## config.mk

```make
export PLATFORM = sky130hd
export DESIGN_NAME = line_pixel_rasterizer
export DESIGN_NICKNAME = d
export VERILOG_FILES = /design/src/sv/lpr_pkg.sv /design/src/sv/lpr_setup.sv /design/src/sv/lpr_step.sv /design/src/sv/line_pixel_rasterizer.sv
export SDC_FILE = /design/constraint.sdc
export NUM_CORES = 1
export LEC_CHECK = 0
export ABC_AREA = 0
export BUFFER_PORTS_ARGS = -buffer_cell sky130_fd_sc_hd__buf_4
export CORE_UTILIZATION = 55
export DETAILED_ROUTE_END_ITERATION = 16
export PLACE_DENSITY = 0.77
export SYNTH_ARGS = -nofsm -noshare
export SYNTH_HDL_FRONTEND = slang
export SYNTH_SLANG_ARGS = --single-unit
export TNS_END_PERCENT = 1
```

## constraint.sdc

```tcl
create_clock -name aclk -period 9.4 [get_ports aclk]
set_clock_uncertainty 0.2 [all_clocks]
set_input_delay 0.94 -clock aclk [delete_from_list [all_inputs] [get_ports aclk]]
set_output_delay 0.94 -clock aclk [all_outputs]
set_load 0.03 [all_outputs]
```

## src/sv/lpr_pkg.sv

```systemverilog
// ----------------------------------------------------------------------------
// Line pixel rasterizer package
// Shared widths, codes, the line setup record and small coordinate helpers.
// ----------------------------------------------------------------------------
package lpr_pkg;

    localparam int COORD_BITS = 10;
    localparam int CFG_W      = 11;
    localparam int COLOR_W    = 16;
    localparam int ERR_W      = COORD_BITS + 1;
    localparam int CNT_W      = COORD_BITS + 1;
    localparam int CMP_W      = (COORD_BITS > CFG_W) ? COORD_BITS : CFG_W;
    localparam int CFG_ADDR_W = 1;
    localparam int S_TDATA_W  = ((4 * COORD_BITS + COLOR_W + 7) / 8) * 8;
    localparam int M_TDATA_W  = ((2 * COORD_BITS + COLOR_W + 7) / 8) * 8;

    localparam logic [CFG_W-1:0] WIDTH_RESET  = CFG_W'(320);
    localparam logic [CFG_W-1:0] HEIGHT_RESET = CFG_W'(480);

    typedef enum logic [0:0] {
        KIND_LINE = 1'b0,
        KIND_TICK = 1'b1
    } kind_t;

    typedef enum logic [1:0] {
        DIR_NONE = 2'd0,
        DIR_INC  = 2'd1,
        DIR_DEC  = 2'd3
    } dir_t;

    typedef enum logic [CFG_ADDR_W-1:0] {
        REG_WIDTH  = 1'b0,
        REG_HEIGHT = 1'b1
    } cfg_reg_t;

    typedef logic [COORD_BITS-1:0] coord_t;

    typedef struct packed {
        coord_t x1;
        coord_t y1;
        coord_t col_delta;
        coord_t row_delta;
        coord_t major;
        dir_t   col_dir;
        dir_t   row_dir;
    } line_setup_t;

    function automatic coord_t clamp_coord(coord_t v, logic [CFG_W-1:0] size);
        logic [CMP_W-1:0] lim;
        logic [CMP_W-1:0] lim_m1;
        coord_t           c;
        lim    = (size == '0) ? CMP_W'(1) : CMP_W'(size);
        lim_m1 = lim - CMP_W'(1);
        c      = v;
        if (CMP_W'(v) >= lim) begin
            c = lim_m1[COORD_BITS-1:0];
        end
        return c;
    endfunction

    function automatic coord_t step_coord(coord_t c, dir_t dir);
        coord_t r;
        case (dir)
            DIR_INC: r = c + coord_t'(1);
            DIR_DEC: r = c - coord_t'(1);
            default: r = c;
        endcase
        return r;
    endfunction

endpackage

```

## src/sv/lpr_setup.sv

```systemverilog
// ----------------------------------------------------------------------------
// Line setup
// Clamps both endpoints to the display and derives deltas, step directions
// and the major-axis length of a new line.
// ----------------------------------------------------------------------------
module lpr_setup (
    input  lpr_pkg::coord_t             start_x,
    input  lpr_pkg::coord_t             start_y,
    input  lpr_pkg::coord_t             end_x,
    input  lpr_pkg::coord_t             end_y,
    input  logic [lpr_pkg::CFG_W-1:0]   display_width,
    input  logic [lpr_pkg::CFG_W-1:0]   display_height,
    output lpr_pkg::line_setup_t        setup
);

    lpr_pkg::coord_t x1, y1, x2, y2;

    always_comb begin
        x1 = lpr_pkg::clamp_coord(start_x, display_width);
        y1 = lpr_pkg::clamp_coord(start_y, display_height);
        x2 = lpr_pkg::clamp_coord(end_x, display_width);
        y2 = lpr_pkg::clamp_coord(end_y, display_height);

        setup.x1 = x1;
        setup.y1 = y1;

        if (x2 > x1) begin
            setup.col_delta = x2 - x1;
            setup.col_dir   = lpr_pkg::DIR_INC;
        end else if (x2 == x1) begin
            setup.col_delta = '0;
            setup.col_dir   = lpr_pkg::DIR_NONE;
        end else begin
            setup.col_delta = x1 - x2;
            setup.col_dir   = lpr_pkg::DIR_DEC;
        end

        if (y2 > y1) begin
            setup.row_delta = y2 - y1;
            setup.row_dir   = lpr_pkg::DIR_INC;
        end else if (y2 == y1) begin
            setup.row_delta = '0;
            setup.row_dir   = lpr_pkg::DIR_NONE;
        end else begin
            setup.row_delta = y1 - y2;
            setup.row_dir   = lpr_pkg::DIR_DEC;
        end

        setup.major = (setup.col_delta > setup.row_delta) ? setup.col_delta
                                                          : setup.row_delta;
    end

endmodule

```

## src/sv/lpr_step.sv

```systemverilog
// ----------------------------------------------------------------------------
// Line stepper
// Holds the line state, emits one pixel per tick with error accumulators
// on both axes, and keeps the result in an output register.
// ----------------------------------------------------------------------------
module lpr_step (
    input  logic                          aclk,
    input  logic                          aresetn,
    input  logic                          advance,
    input  logic                          item_valid,
    input  lpr_pkg::kind_t                kind,
    input  lpr_pkg::line_setup_t          setup,
    input  logic [lpr_pkg::COLOR_W-1:0]   color,
    output logic                          out_valid,
    output lpr_pkg::coord_t               out_x,
    output lpr_pkg::coord_t               out_y,
    output logic [lpr_pkg::COLOR_W-1:0]   out_color,
    output logic                          out_last
);

    lpr_pkg::coord_t                 cur_col_reg, cur_col_next;
    lpr_pkg::coord_t                 cur_row_reg, cur_row_next;
    logic [lpr_pkg::ERR_W-1:0]       col_err_reg, col_err_next;
    logic [lpr_pkg::ERR_W-1:0]       row_err_reg, row_err_next;
    lpr_pkg::coord_t                 col_delta_reg, col_delta_next;
    lpr_pkg::coord_t                 row_delta_reg, row_delta_next;
    lpr_pkg::coord_t                 major_reg, major_next;
    lpr_pkg::dir_t                   col_dir_reg, col_dir_next;
    lpr_pkg::dir_t                   row_dir_reg, row_dir_next;
    logic [lpr_pkg::CNT_W-1:0]       left_reg, left_next;
    logic [lpr_pkg::COLOR_W-1:0]     color_reg, color_next;
    logic                            busy_reg, busy_next;

    logic                            out_valid_reg, out_valid_next;
    lpr_pkg::coord_t                 out_x_reg, out_x_next;
    lpr_pkg::coord_t                 out_y_reg, out_y_next;
    logic [lpr_pkg::COLOR_W-1:0]     out_color_reg, out_color_next;
    logic                            out_last_reg, out_last_next;

    logic [lpr_pkg::ERR_W-1:0]       col_sum, row_sum, major_ext;

    always_comb begin
        cur_col_next   = cur_col_reg;
        cur_row_next   = cur_row_reg;
        col_err_next   = col_err_reg;
        row_err_next   = row_err_reg;
        col_delta_next = col_delta_reg;
        row_delta_next = row_delta_reg;
        major_next     = major_reg;
        col_dir_next   = col_dir_reg;
        row_dir_next   = row_dir_reg;
        left_next      = left_reg;
        color_next     = color_reg;
        busy_next      = busy_reg;
        out_valid_next = out_valid_reg;
        out_x_next     = out_x_reg;
        out_y_next     = out_y_reg;
        out_color_next = out_color_reg;
        out_last_next  = out_last_reg;

        major_ext = lpr_pkg::ERR_W'(major_reg);
        col_sum   = col_err_reg + lpr_pkg::ERR_W'(col_delta_reg);
        row_sum   = row_err_reg + lpr_pkg::ERR_W'(row_delta_reg);

        if (advance) begin
            out_valid_next = 1'b0;
            if (item_valid) begin
                if (kind == lpr_pkg::KIND_LINE) begin
                    cur_col_next   = setup.x1;
                    cur_row_next   = setup.y1;
                    col_err_next   = '0;
                    row_err_next   = '0;
                    col_delta_next = setup.col_delta;
                    row_delta_next = setup.row_delta;
                    major_next     = setup.major;
                    col_dir_next   = setup.col_dir;
                    row_dir_next   = setup.row_dir;
                    left_next      = lpr_pkg::CNT_W'(setup.major) + lpr_pkg::CNT_W'(2);
                    color_next     = color;
                    busy_next      = 1'b1;
                end else if (busy_reg) begin
                    out_valid_next = 1'b1;
                    out_x_next     = cur_col_reg;
                    out_y_next     = cur_row_reg;
                    out_color_next = color_reg;
                    out_last_next  = (left_reg == lpr_pkg::CNT_W'(1));

                    col_err_next = col_sum;
                    if (col_sum > major_ext) begin
                        col_err_next = col_sum - major_ext;
                        cur_col_next = lpr_pkg::step_coord(cur_col_reg, col_dir_reg);
                    end
                    row_err_next = row_sum;
                    if (row_sum > major_ext) begin
                        row_err_next = row_sum - major_ext;
                        cur_row_next = lpr_pkg::step_coord(cur_row_reg, row_dir_reg);
                    end

                    left_next = left_reg - lpr_pkg::CNT_W'(1);
                    if (left_reg == lpr_pkg::CNT_W'(1)) begin
                        busy_next = 1'b0;
                    end
                end
            end
        end
    end

    always_ff @(posedge aclk) begin
        if (!aresetn) begin
            busy_reg      <= 1'b0;
            left_reg      <= '0;
            out_valid_reg <= 1'b0;
        end else begin
            busy_reg      <= busy_next;
            left_reg      <= left_next;
            out_valid_reg <= out_valid_next;
        end
    end

    always_ff @(posedge aclk) begin
        cur_col_reg   <= cur_col_next;
        cur_row_reg   <= cur_row_next;
        col_err_reg   <= col_err_next;
        row_err_reg   <= row_err_next;
        col_delta_reg <= col_delta_next;
        row_delta_reg <= row_delta_next;
        major_reg     <= major_next;
        col_dir_reg   <= col_dir_next;
        row_dir_reg   <= row_dir_next;
        color_reg     <= color_next;
        out_x_reg     <= out_x_next;
        out_y_reg     <= out_y_next;
        out_color_reg <= out_color_next;
        out_last_reg  <= out_last_next;
    end

    assign out_valid = out_valid_reg;
    assign out_x     = out_x_reg;
    assign out_y     = out_y_reg;
    assign out_color = out_color_reg;
    assign out_last  = out_last_reg;

    // A line only ends by handing out its marked final pixel.
    a_end_with_last: assert property (@(posedge aclk) disable iff (!aresetn)
        $fell(busy_reg) |-> (out_valid_reg && out_last_reg))
        else $error("line ended without a last pixel");

    a_busy_count: assert property (@(posedge aclk) disable iff (!aresetn)
        busy_reg |-> (left_reg != '0))
        else $error("busy with no pixels left");

    a_col_err_bound: assert property (@(posedge aclk) disable iff (!aresetn)
        busy_reg |-> (col_err_reg <= lpr_pkg::ERR_W'(major_reg)))
        else $error("column error above major length");

    a_row_err_bound: assert property (@(posedge aclk) disable iff (!aresetn)
        busy_reg |-> (row_err_reg <= lpr_pkg::ERR_W'(major_reg)))
        else $error("row error above major length");

endmodule

```

## src/sv/line_pixel_rasterizer.sv

```systemverilog
// ----------------------------------------------------------------------------
// Line pixel rasterizer
// Clamps line endpoints to the display and emits one pixel per tick.
// ----------------------------------------------------------------------------
// A tick passes through the input register and then the result register
// before its pixel is offered on m_tvalid.
// Throughput: one command or tick transfer per cycle unless the pixel output
// stalls, set by the single input and result registers around the step logic.
// Reset (aresetn low, synchronous) leaves the block idle with no pending
// transfer and sets the display size to 320 by 480.
module line_pixel_rasterizer (
    input  logic                              aclk,
    input  logic                              aresetn,

    input  logic                              cfg_we,
    input  logic [lpr_pkg::CFG_ADDR_W-1:0]    cfg_addr,
    input  logic [lpr_pkg::CFG_W-1:0]         cfg_wdata,

    input  logic                              s_tvalid,
    output logic                              s_tready,
    // start_x, start_y, end_x, end_y, color
    input  logic [lpr_pkg::S_TDATA_W-1:0]     s_tdata,
    // kind
    input  logic                              s_tuser,

    output logic                              m_tvalid,
    input  logic                              m_tready,
    // pixel_x, pixel_y, pixel_color, zero fill
    output logic [lpr_pkg::M_TDATA_W-1:0]     m_tdata,
    output logic                              m_tlast
);

    localparam int CB = lpr_pkg::COORD_BITS;
    localparam int CW = lpr_pkg::COLOR_W;

    logic [lpr_pkg::CFG_W-1:0]       width_reg, width_next;
    logic [lpr_pkg::CFG_W-1:0]       height_reg, height_next;

    logic                            in_valid_reg, in_valid_next;
    logic                            in_kind_reg, in_kind_next;
    logic [lpr_pkg::S_TDATA_W-1:0]   in_data_reg, in_data_next;

    logic                            advance;
    lpr_pkg::line_setup_t            setup;
    lpr_pkg::coord_t                 px, py;
    logic [CW-1:0]                   pcolor;

    always_comb begin
        width_next  = width_reg;
        height_next = height_reg;
        if (cfg_we) begin
            case (lpr_pkg::cfg_reg_t'(cfg_addr))
                lpr_pkg::REG_WIDTH:  width_next  = cfg_wdata;
                lpr_pkg::REG_HEIGHT: height_next = cfg_wdata;
                default: ;
            endcase
        end
    end

    assign advance  = !m_tvalid || m_tready;
    assign s_tready = !in_valid_reg || advance;

    always_comb begin
        in_valid_next = in_valid_reg;
        in_kind_next  = in_kind_reg;
        in_data_next  = in_data_reg;
        if (s_tready) begin
            in_valid_next = s_tvalid;
            in_kind_next  = s_tuser;
            in_data_next  = s_tdata;
        end
    end

    always_ff @(posedge aclk) begin
        if (!aresetn) begin
            width_reg    <= lpr_pkg::WIDTH_RESET;
            height_reg   <= lpr_pkg::HEIGHT_RESET;
            in_valid_reg <= 1'b0;
        end else begin
            width_reg    <= width_next;
            height_reg   <= height_next;
            in_valid_reg <= in_valid_next;
        end
    end

    always_ff @(posedge aclk) begin
        in_kind_reg <= in_kind_next;
        in_data_reg <= in_data_next;
    end

    lpr_setup u_setup (
        .start_x        (in_data_reg[CB-1:0]),
        .start_y        (in_data_reg[2*CB-1:CB]),
        .end_x          (in_data_reg[3*CB-1:2*CB]),
        .end_y          (in_data_reg[4*CB-1:3*CB]),
        .display_width  (width_reg),
        .display_height (height_reg),
        .setup          (setup)
    );

    lpr_step u_step (
        .aclk       (aclk),
        .aresetn    (aresetn),
        .advance    (advance),
        .item_valid (in_valid_reg),
        .kind       (lpr_pkg::kind_t'(in_kind_reg)),
        .setup      (setup),
        .color      (in_data_reg[4*CB+CW-1:4*CB]),
        .out_valid  (m_tvalid),
        .out_x      (px),
        .out_y      (py),
        .out_color  (pcolor),
        .out_last   (m_tlast)
    );

    assign m_tdata = lpr_pkg::M_TDATA_W'({pcolor, py, px});

endmodule
```

# Word level (Yosys, flattened, before mapping)
# Cells that the tools add are included.
[word_totals]
ff_bits = 222
inputBits = 74
out_inout_bits = 43
elab_cells = 108
[op_classes]
add_sub_neg = 16
magnitude_cmp = 9
eq_ne = 12
mux = 33
bitwise_logic = 2
n_reduce_logical = 14
[op_table]
columns = ["operator", "count"]
rows = [
  ["2-to-1 mux 10 bit", 15],
  ["2-to-1 mux 11 bit", 8],
  [">= comparator 10 x 11 -> 1 bit", 4],
  ["case mux 10 bit (2 select lines)", 2],
  ["subtractor 10 x 1 -> 10 bit (second input constant)", 4],
  ["subtractor 10 bit", 4],
  ["> comparator 10 bit", 3],
  ["adder 11 x 10 -> 11 bit", 2],
  ["> comparator 11 x 10 -> 1 bit", 2],
  ["logical NOT 11 bit", 2],
  ["subtractor 11 x 10 -> 11 bit", 2],
  ["adder 10 x 1 -> 10 bit (second input constant)", 2],
  ["equality test 10 bit", 2],
  ["adder 10 x 2 -> 11 bit (second input constant)", 1],
  ["equality test 11 x 1 -> 1 bit (second input constant)", 1],
  ["subtractor 11 x 1 -> 11 bit (second input constant)", 1],
  ["AND reduction 5 bit", 2],
  ["2-to-1 mux 1 bit", 6],
  ["inequality test 2 x 1 -> 1 bit (second input constant)", 3],
  ["inequality test 3 x 1 -> 1 bit (second input constant)", 2],
  ["AND reduction 2 bit", 3],
  ["AND reduction 3 bit", 2],
  ["equality test 2 x 1 -> 1 bit (second input constant)", 2],
  ["equality test 2 bit (second input constant)", 2],
  ["other kinds (5)", 9],
]

# Logic depth before layout (Yosys ltp)
[logic_depth]
depth_word = 11
depth_mapped = 47
mapped_depth_nobuf = 43

# Cells and area by module
# From an unflattened synthesis, not the netlist that was laid out.
[hier_totals]
cells_unflattened = 1413
hier_area_um2 = 14719.1
[modules_own_cells]
columns = ["module", "instances", "cells_each", "area_each_um2", "seq_area_each_um2"]
rows = [
  ["lpr_step", 1, 716, 8029.0, 4134.0],
  ["lpr_setup", 1, 539, 4021.4, 0.0],
  ["line_pixel_rasterizer", 1, 158, 2668.8, 2172.1],
]

# Worst setup path after synthesis
# Ideal clock, no wire load.
[synth_path]
path_type = "register to register"
from = "register width_reg[7] (netlist name)"
to = "register u_step.left_reg[5] (netlist name)"
setup_time_ns = 0.115
arrival_time_ns = 8.048
t_required_ns = 9.085
slack_ns = 1.037
path_stages_with_launch = 42
path_buffers = 3
period_less_slack_ns = 8.363
cell_sequence = "dfxtp_1 or4_4 nor4_4 nor2_1 inv_1 ha_1 nand2b_1 a31oi_1 o32a_1 nand2_1 buf_1 o21ai_0 inv_1 ha_1 a21o_1 a21oi_1 o21bai_1 a21o_1 [6 not listed] nor2b_1 o21ai_0 nand2b_1 a211o_1 nor2_1 nor2_1 o21bai_1 a311o_1 buf_2 buf_2 nand2_1 o21ai_0 ha_1 inv_1 or4_1 nand3_1 o21ai_1 and2_1"
[synth_lines]
columns = ["element", "line", "rtl"]
rows = [
  ["start: declaration", "line_pixel_rasterizer.sv:36", "logic [lpr_pkg::CFG_W-1:0] width_reg, width_next;"],
  ["start signal: assignment", "line_pixel_rasterizer.sv:76", "width_reg <= lpr_pkg::WIDTH_RESET;"],
  ["start signal: assignment", "line_pixel_rasterizer.sv:80", "width_reg <= width_next;"],
  ["end signal: assignment", "lpr_step.sv:115", "left_reg <= left_next;"],
  ["end: declaration", "lpr_step.sv:30", "logic [lpr_pkg::CNT_W-1:0] left_reg, left_next;"],
]

==> flow_summary.json <==
{
  "synth-main-ff-cell": "edfxtp_1",
  "fill_cells": 1976,
  "design.portCount": 117,
  "yosysMostFrequentCell": "edfxtp_1",
  "crit_required_ns": 9.64,
  "yosysSeqAreaShare_pct": 43.6,
  "clk_pin_slew_ns": 0.06,
  "vdd_drop_max_uv": 246,
  "synth_edf_count": 186,
  "root_buffer": "clkbuf_16",
  "r2r_end": "u_step.left_reg[5]",
  "worst_pin_slew_ns": 1.04,
  "vias_per_cell": 5.88,
  "syn_avg_cell_area_sq_um": 10.1,
  "drive_above_1_share_pct": 13.7,
  "worst_slack_ns": 0.673,
  "hold_viol": 0,
  "yosys-top-cells-count": "edfxtp_1 (186), ha_1 (144), inv_1 (133), nand2_1 (133), a21oi_1 (113)",
  "path_class": "flop to flop",
  "dp_slack_ns": 0.341,
  "setup_violations": 0,
  "diodes": 0,
  "crit_family": "compound AO/OA/AOI/OAI gates",
  "cts_tree": "yes",
  "grt_pass1_vias": 10864,
  "yosysTopAreaCell": "edfxtp_1",
  "min-delay-start": "in_data_reg[50]",
  "cellLeakagePower_nw": 7.16,
  "synth.top_cell.area_share_pct": 38.6,
  "reg2reg_depth": 35,
  "worstHoldPathType": "flop to flop",
  "reg2reg_from": "width_reg[7]",
  "hold_path_depth": 0,
  "fin_crit_sh_pct": 92.8,
  "outcome": "complete, no violations",
  "crit_path_max_fanout": 14,
  "crit_top_cell": "ha_1",
  "fin_crit_ns": 8.73,
  "async_flop_share_pct": 0,
  "fin_tns_setup_ns": 0,
  "drcViolationCount": 0,
  "cts_max_path_buffers": 3,
  "die_area_sq_um": 26900,
  "fmax_mhz": 115,
  "vias": 11170,
  "arrival_ns": 8.96,
  "start_util_pct": 56.8,
  "cp_num_buf_inv": 3,
  "die_w_um": 164,
  "dpl.hpwl_um": 26900,
  "power.density_nw_per_um2": 254,
  "startpoint_type": "flop",
  "grt.total_usage_pct": 26.5,
  "finalMaxSlewViolations": 0,
  "max_stage_delay_ns": 0.56,
  "max-slew-margin-rel_pct": 30.3,
  "grt_pass1_wl_um": 55900,
  "post-route-util_pct": 65.1,
  "place.gp.congestion": 0.944,
  "crit_slowest_cell": "or4_4",
  "dp_cells": 1855,
  "yosysWarningCount": 0,
  "io_buffers": 112,
  "largest_reg_flops": 56,
  "clkLatencyLatePin_ns": 0.56,
  "placementRows": 58,
  "rsz0062_at_grt": "false",
  "synth_cells": 1432,
  "drt_pre_antenna_iters": 4,
  "grt_max_degree": 60,
  "report.power.total_mw": 4.21,
  "synth_area_leaders": "edfxtp_1 (39%), ha_1 (12%), dfxtp_1 (5.0%)",
  "nets": 1780,
  "numCtsBuffers": 25,
  "r2r_slack_ns": 0.67,
  "fin_cells": 1901,
  "wl_um": 35100,
  "antenna_found_initial": 0,
  "maxCapViolCount": 0,
  "hold_end": "u_step.color_reg[10]",
  "syn_area_sq_um": 14500,
  "clkSinkCount": 222,
  "post_cts_buffers": 0,
  "core_sq_um": 25500,
  "syn_to_final_growth_pct": 14.6,
  "overflow": 0,
  "wl_per_cell_um": 18.4,
  "drt_iter0_drc": 819,
  "synth_cell_type_count": 82,
  "worst_setup_path_end_kind": "flop",
  "htree_levels": 1,
  "antenna_left": 0,
  "synth-seq-cells": 222,
  "fp.dieH_um": 164
}
==> metal layers <==
layer	global-route usage [%]	routed length (um)
met1	36.3	15600
met5	0	0
met2	42.8	16000
met3	3.03	2110
met4	10.5	1280
==> layout make-up <==
| class | instances | area (sq um) | area share (%) |
|---|---|---|---|
| Timing Repair Buffer | 131 | 983 | 5.93 |
| Tap cell | 330 | 413 | 2.49 |
| Clock inverter | 13 | 180 | 1.09 |
| Inverter | 135 | 507 | 3.06 |
| Clock buffer | 33 | 676 | 4.08 |
| Multi-Input combinational cell | 1037 | 7510 | 45.3 |
| Sequential cell | 222 | 6310 | 38.1 |
==> cell usage in the layout (no fill, tap or decap), types with 20 or more instances in the layout <==
master / netlist / routed
nor2_1: 86 / 84
ha_1: 144 / 144
dfxtp_1: 36 / 36
o21ai_0: 78 / 76
mux2i_1: 43 / 42
a21o_1: 51 / 51
buf_4: 5 / 131
o21bai_1: 26 / 26
a21oi_1: 113 / 112
nor2b_1: 22 / 22
edfxtp_1: 186 / 186
clkbuf_16: 0 / 25
nand2b_1: 20 / 20
nand2_1: 133 / 132
xnor2_1: 54 / 54
nor3_1: 25 / 25
inv_1: 133 / 132
==> worst max path at each step <==
stage | cells past startpoint | from | slack, ns | end
floorplan | 41 | width_reg[7] | 1.04 | u_step.left_reg[5]
finish | 35 | width_reg[7] | 0.67 | u_step.left_reg[5]
CTS | 37 | height_reg[2] | 0.29 | u_step.left_reg[5]
global placement | 37 | height_reg[7] | 0.60 | u_step.left_reg[5]
detailed placement | 37 | height_reg[2] | 0.34 | u_step.left_reg[5]
global route | 35 | width_reg[7] | 0.05 | u_step.left_reg[5]
==> power breakdown <==
part / internal (mW) / switching [mW] / total, mW
clock: 0.598 / 0.421 / 1.02
combinational: 0.787 / 1.16 / 1.94
sequential: 1.20 / 0.0469 / 1.25
==> what timing repair did <==
action                     in CTS  in global routing
hold buffers                    0                  0
resized for setup               0                  8
setup endpoints to repair       0                  7
==> per-stage QoR <==
stage | hold WS (ns) | cell area (sq um)
floorplan | 0.200 | 14500
global placement | 0.201 | 15700
detailed placement | 0.205 | 15700
CTS | 0.218 | 16600
global route | 0.223 | 16600
finish | 0.212 | 16600
==> logic make-up after synthesis <==
| logic type | count (synthesis) | synth area share [%] |
|---|---|---|
| muxes | 52 | 3.68 |
| and+or+nand+nor | 376 | 12.6 |
| other | 1 | 0.0259 |
| xor gates and xnor gates | 70 | 4.24 |
| adders and majority gates | 154 | 13.8 |
| buffers and inverters | 176 | 4.73 |
| DFF | 222 | 43.6 |
| AOI/OAI and AO/OA | 381 | 17.2 |
==> worst register-to-register path: cells and delay by family, from the launching register on <==
kind	cells	cell delay [ns]
AOI/OAI and AO/OA	13	3.08
adders and majority gates	4	1.15
buffers and inverters	3	0.30
DFF	1	0.34
muxes	3	1.03
and+or+nand+nor	12	2.52
(Power assumes the default switching activity.)
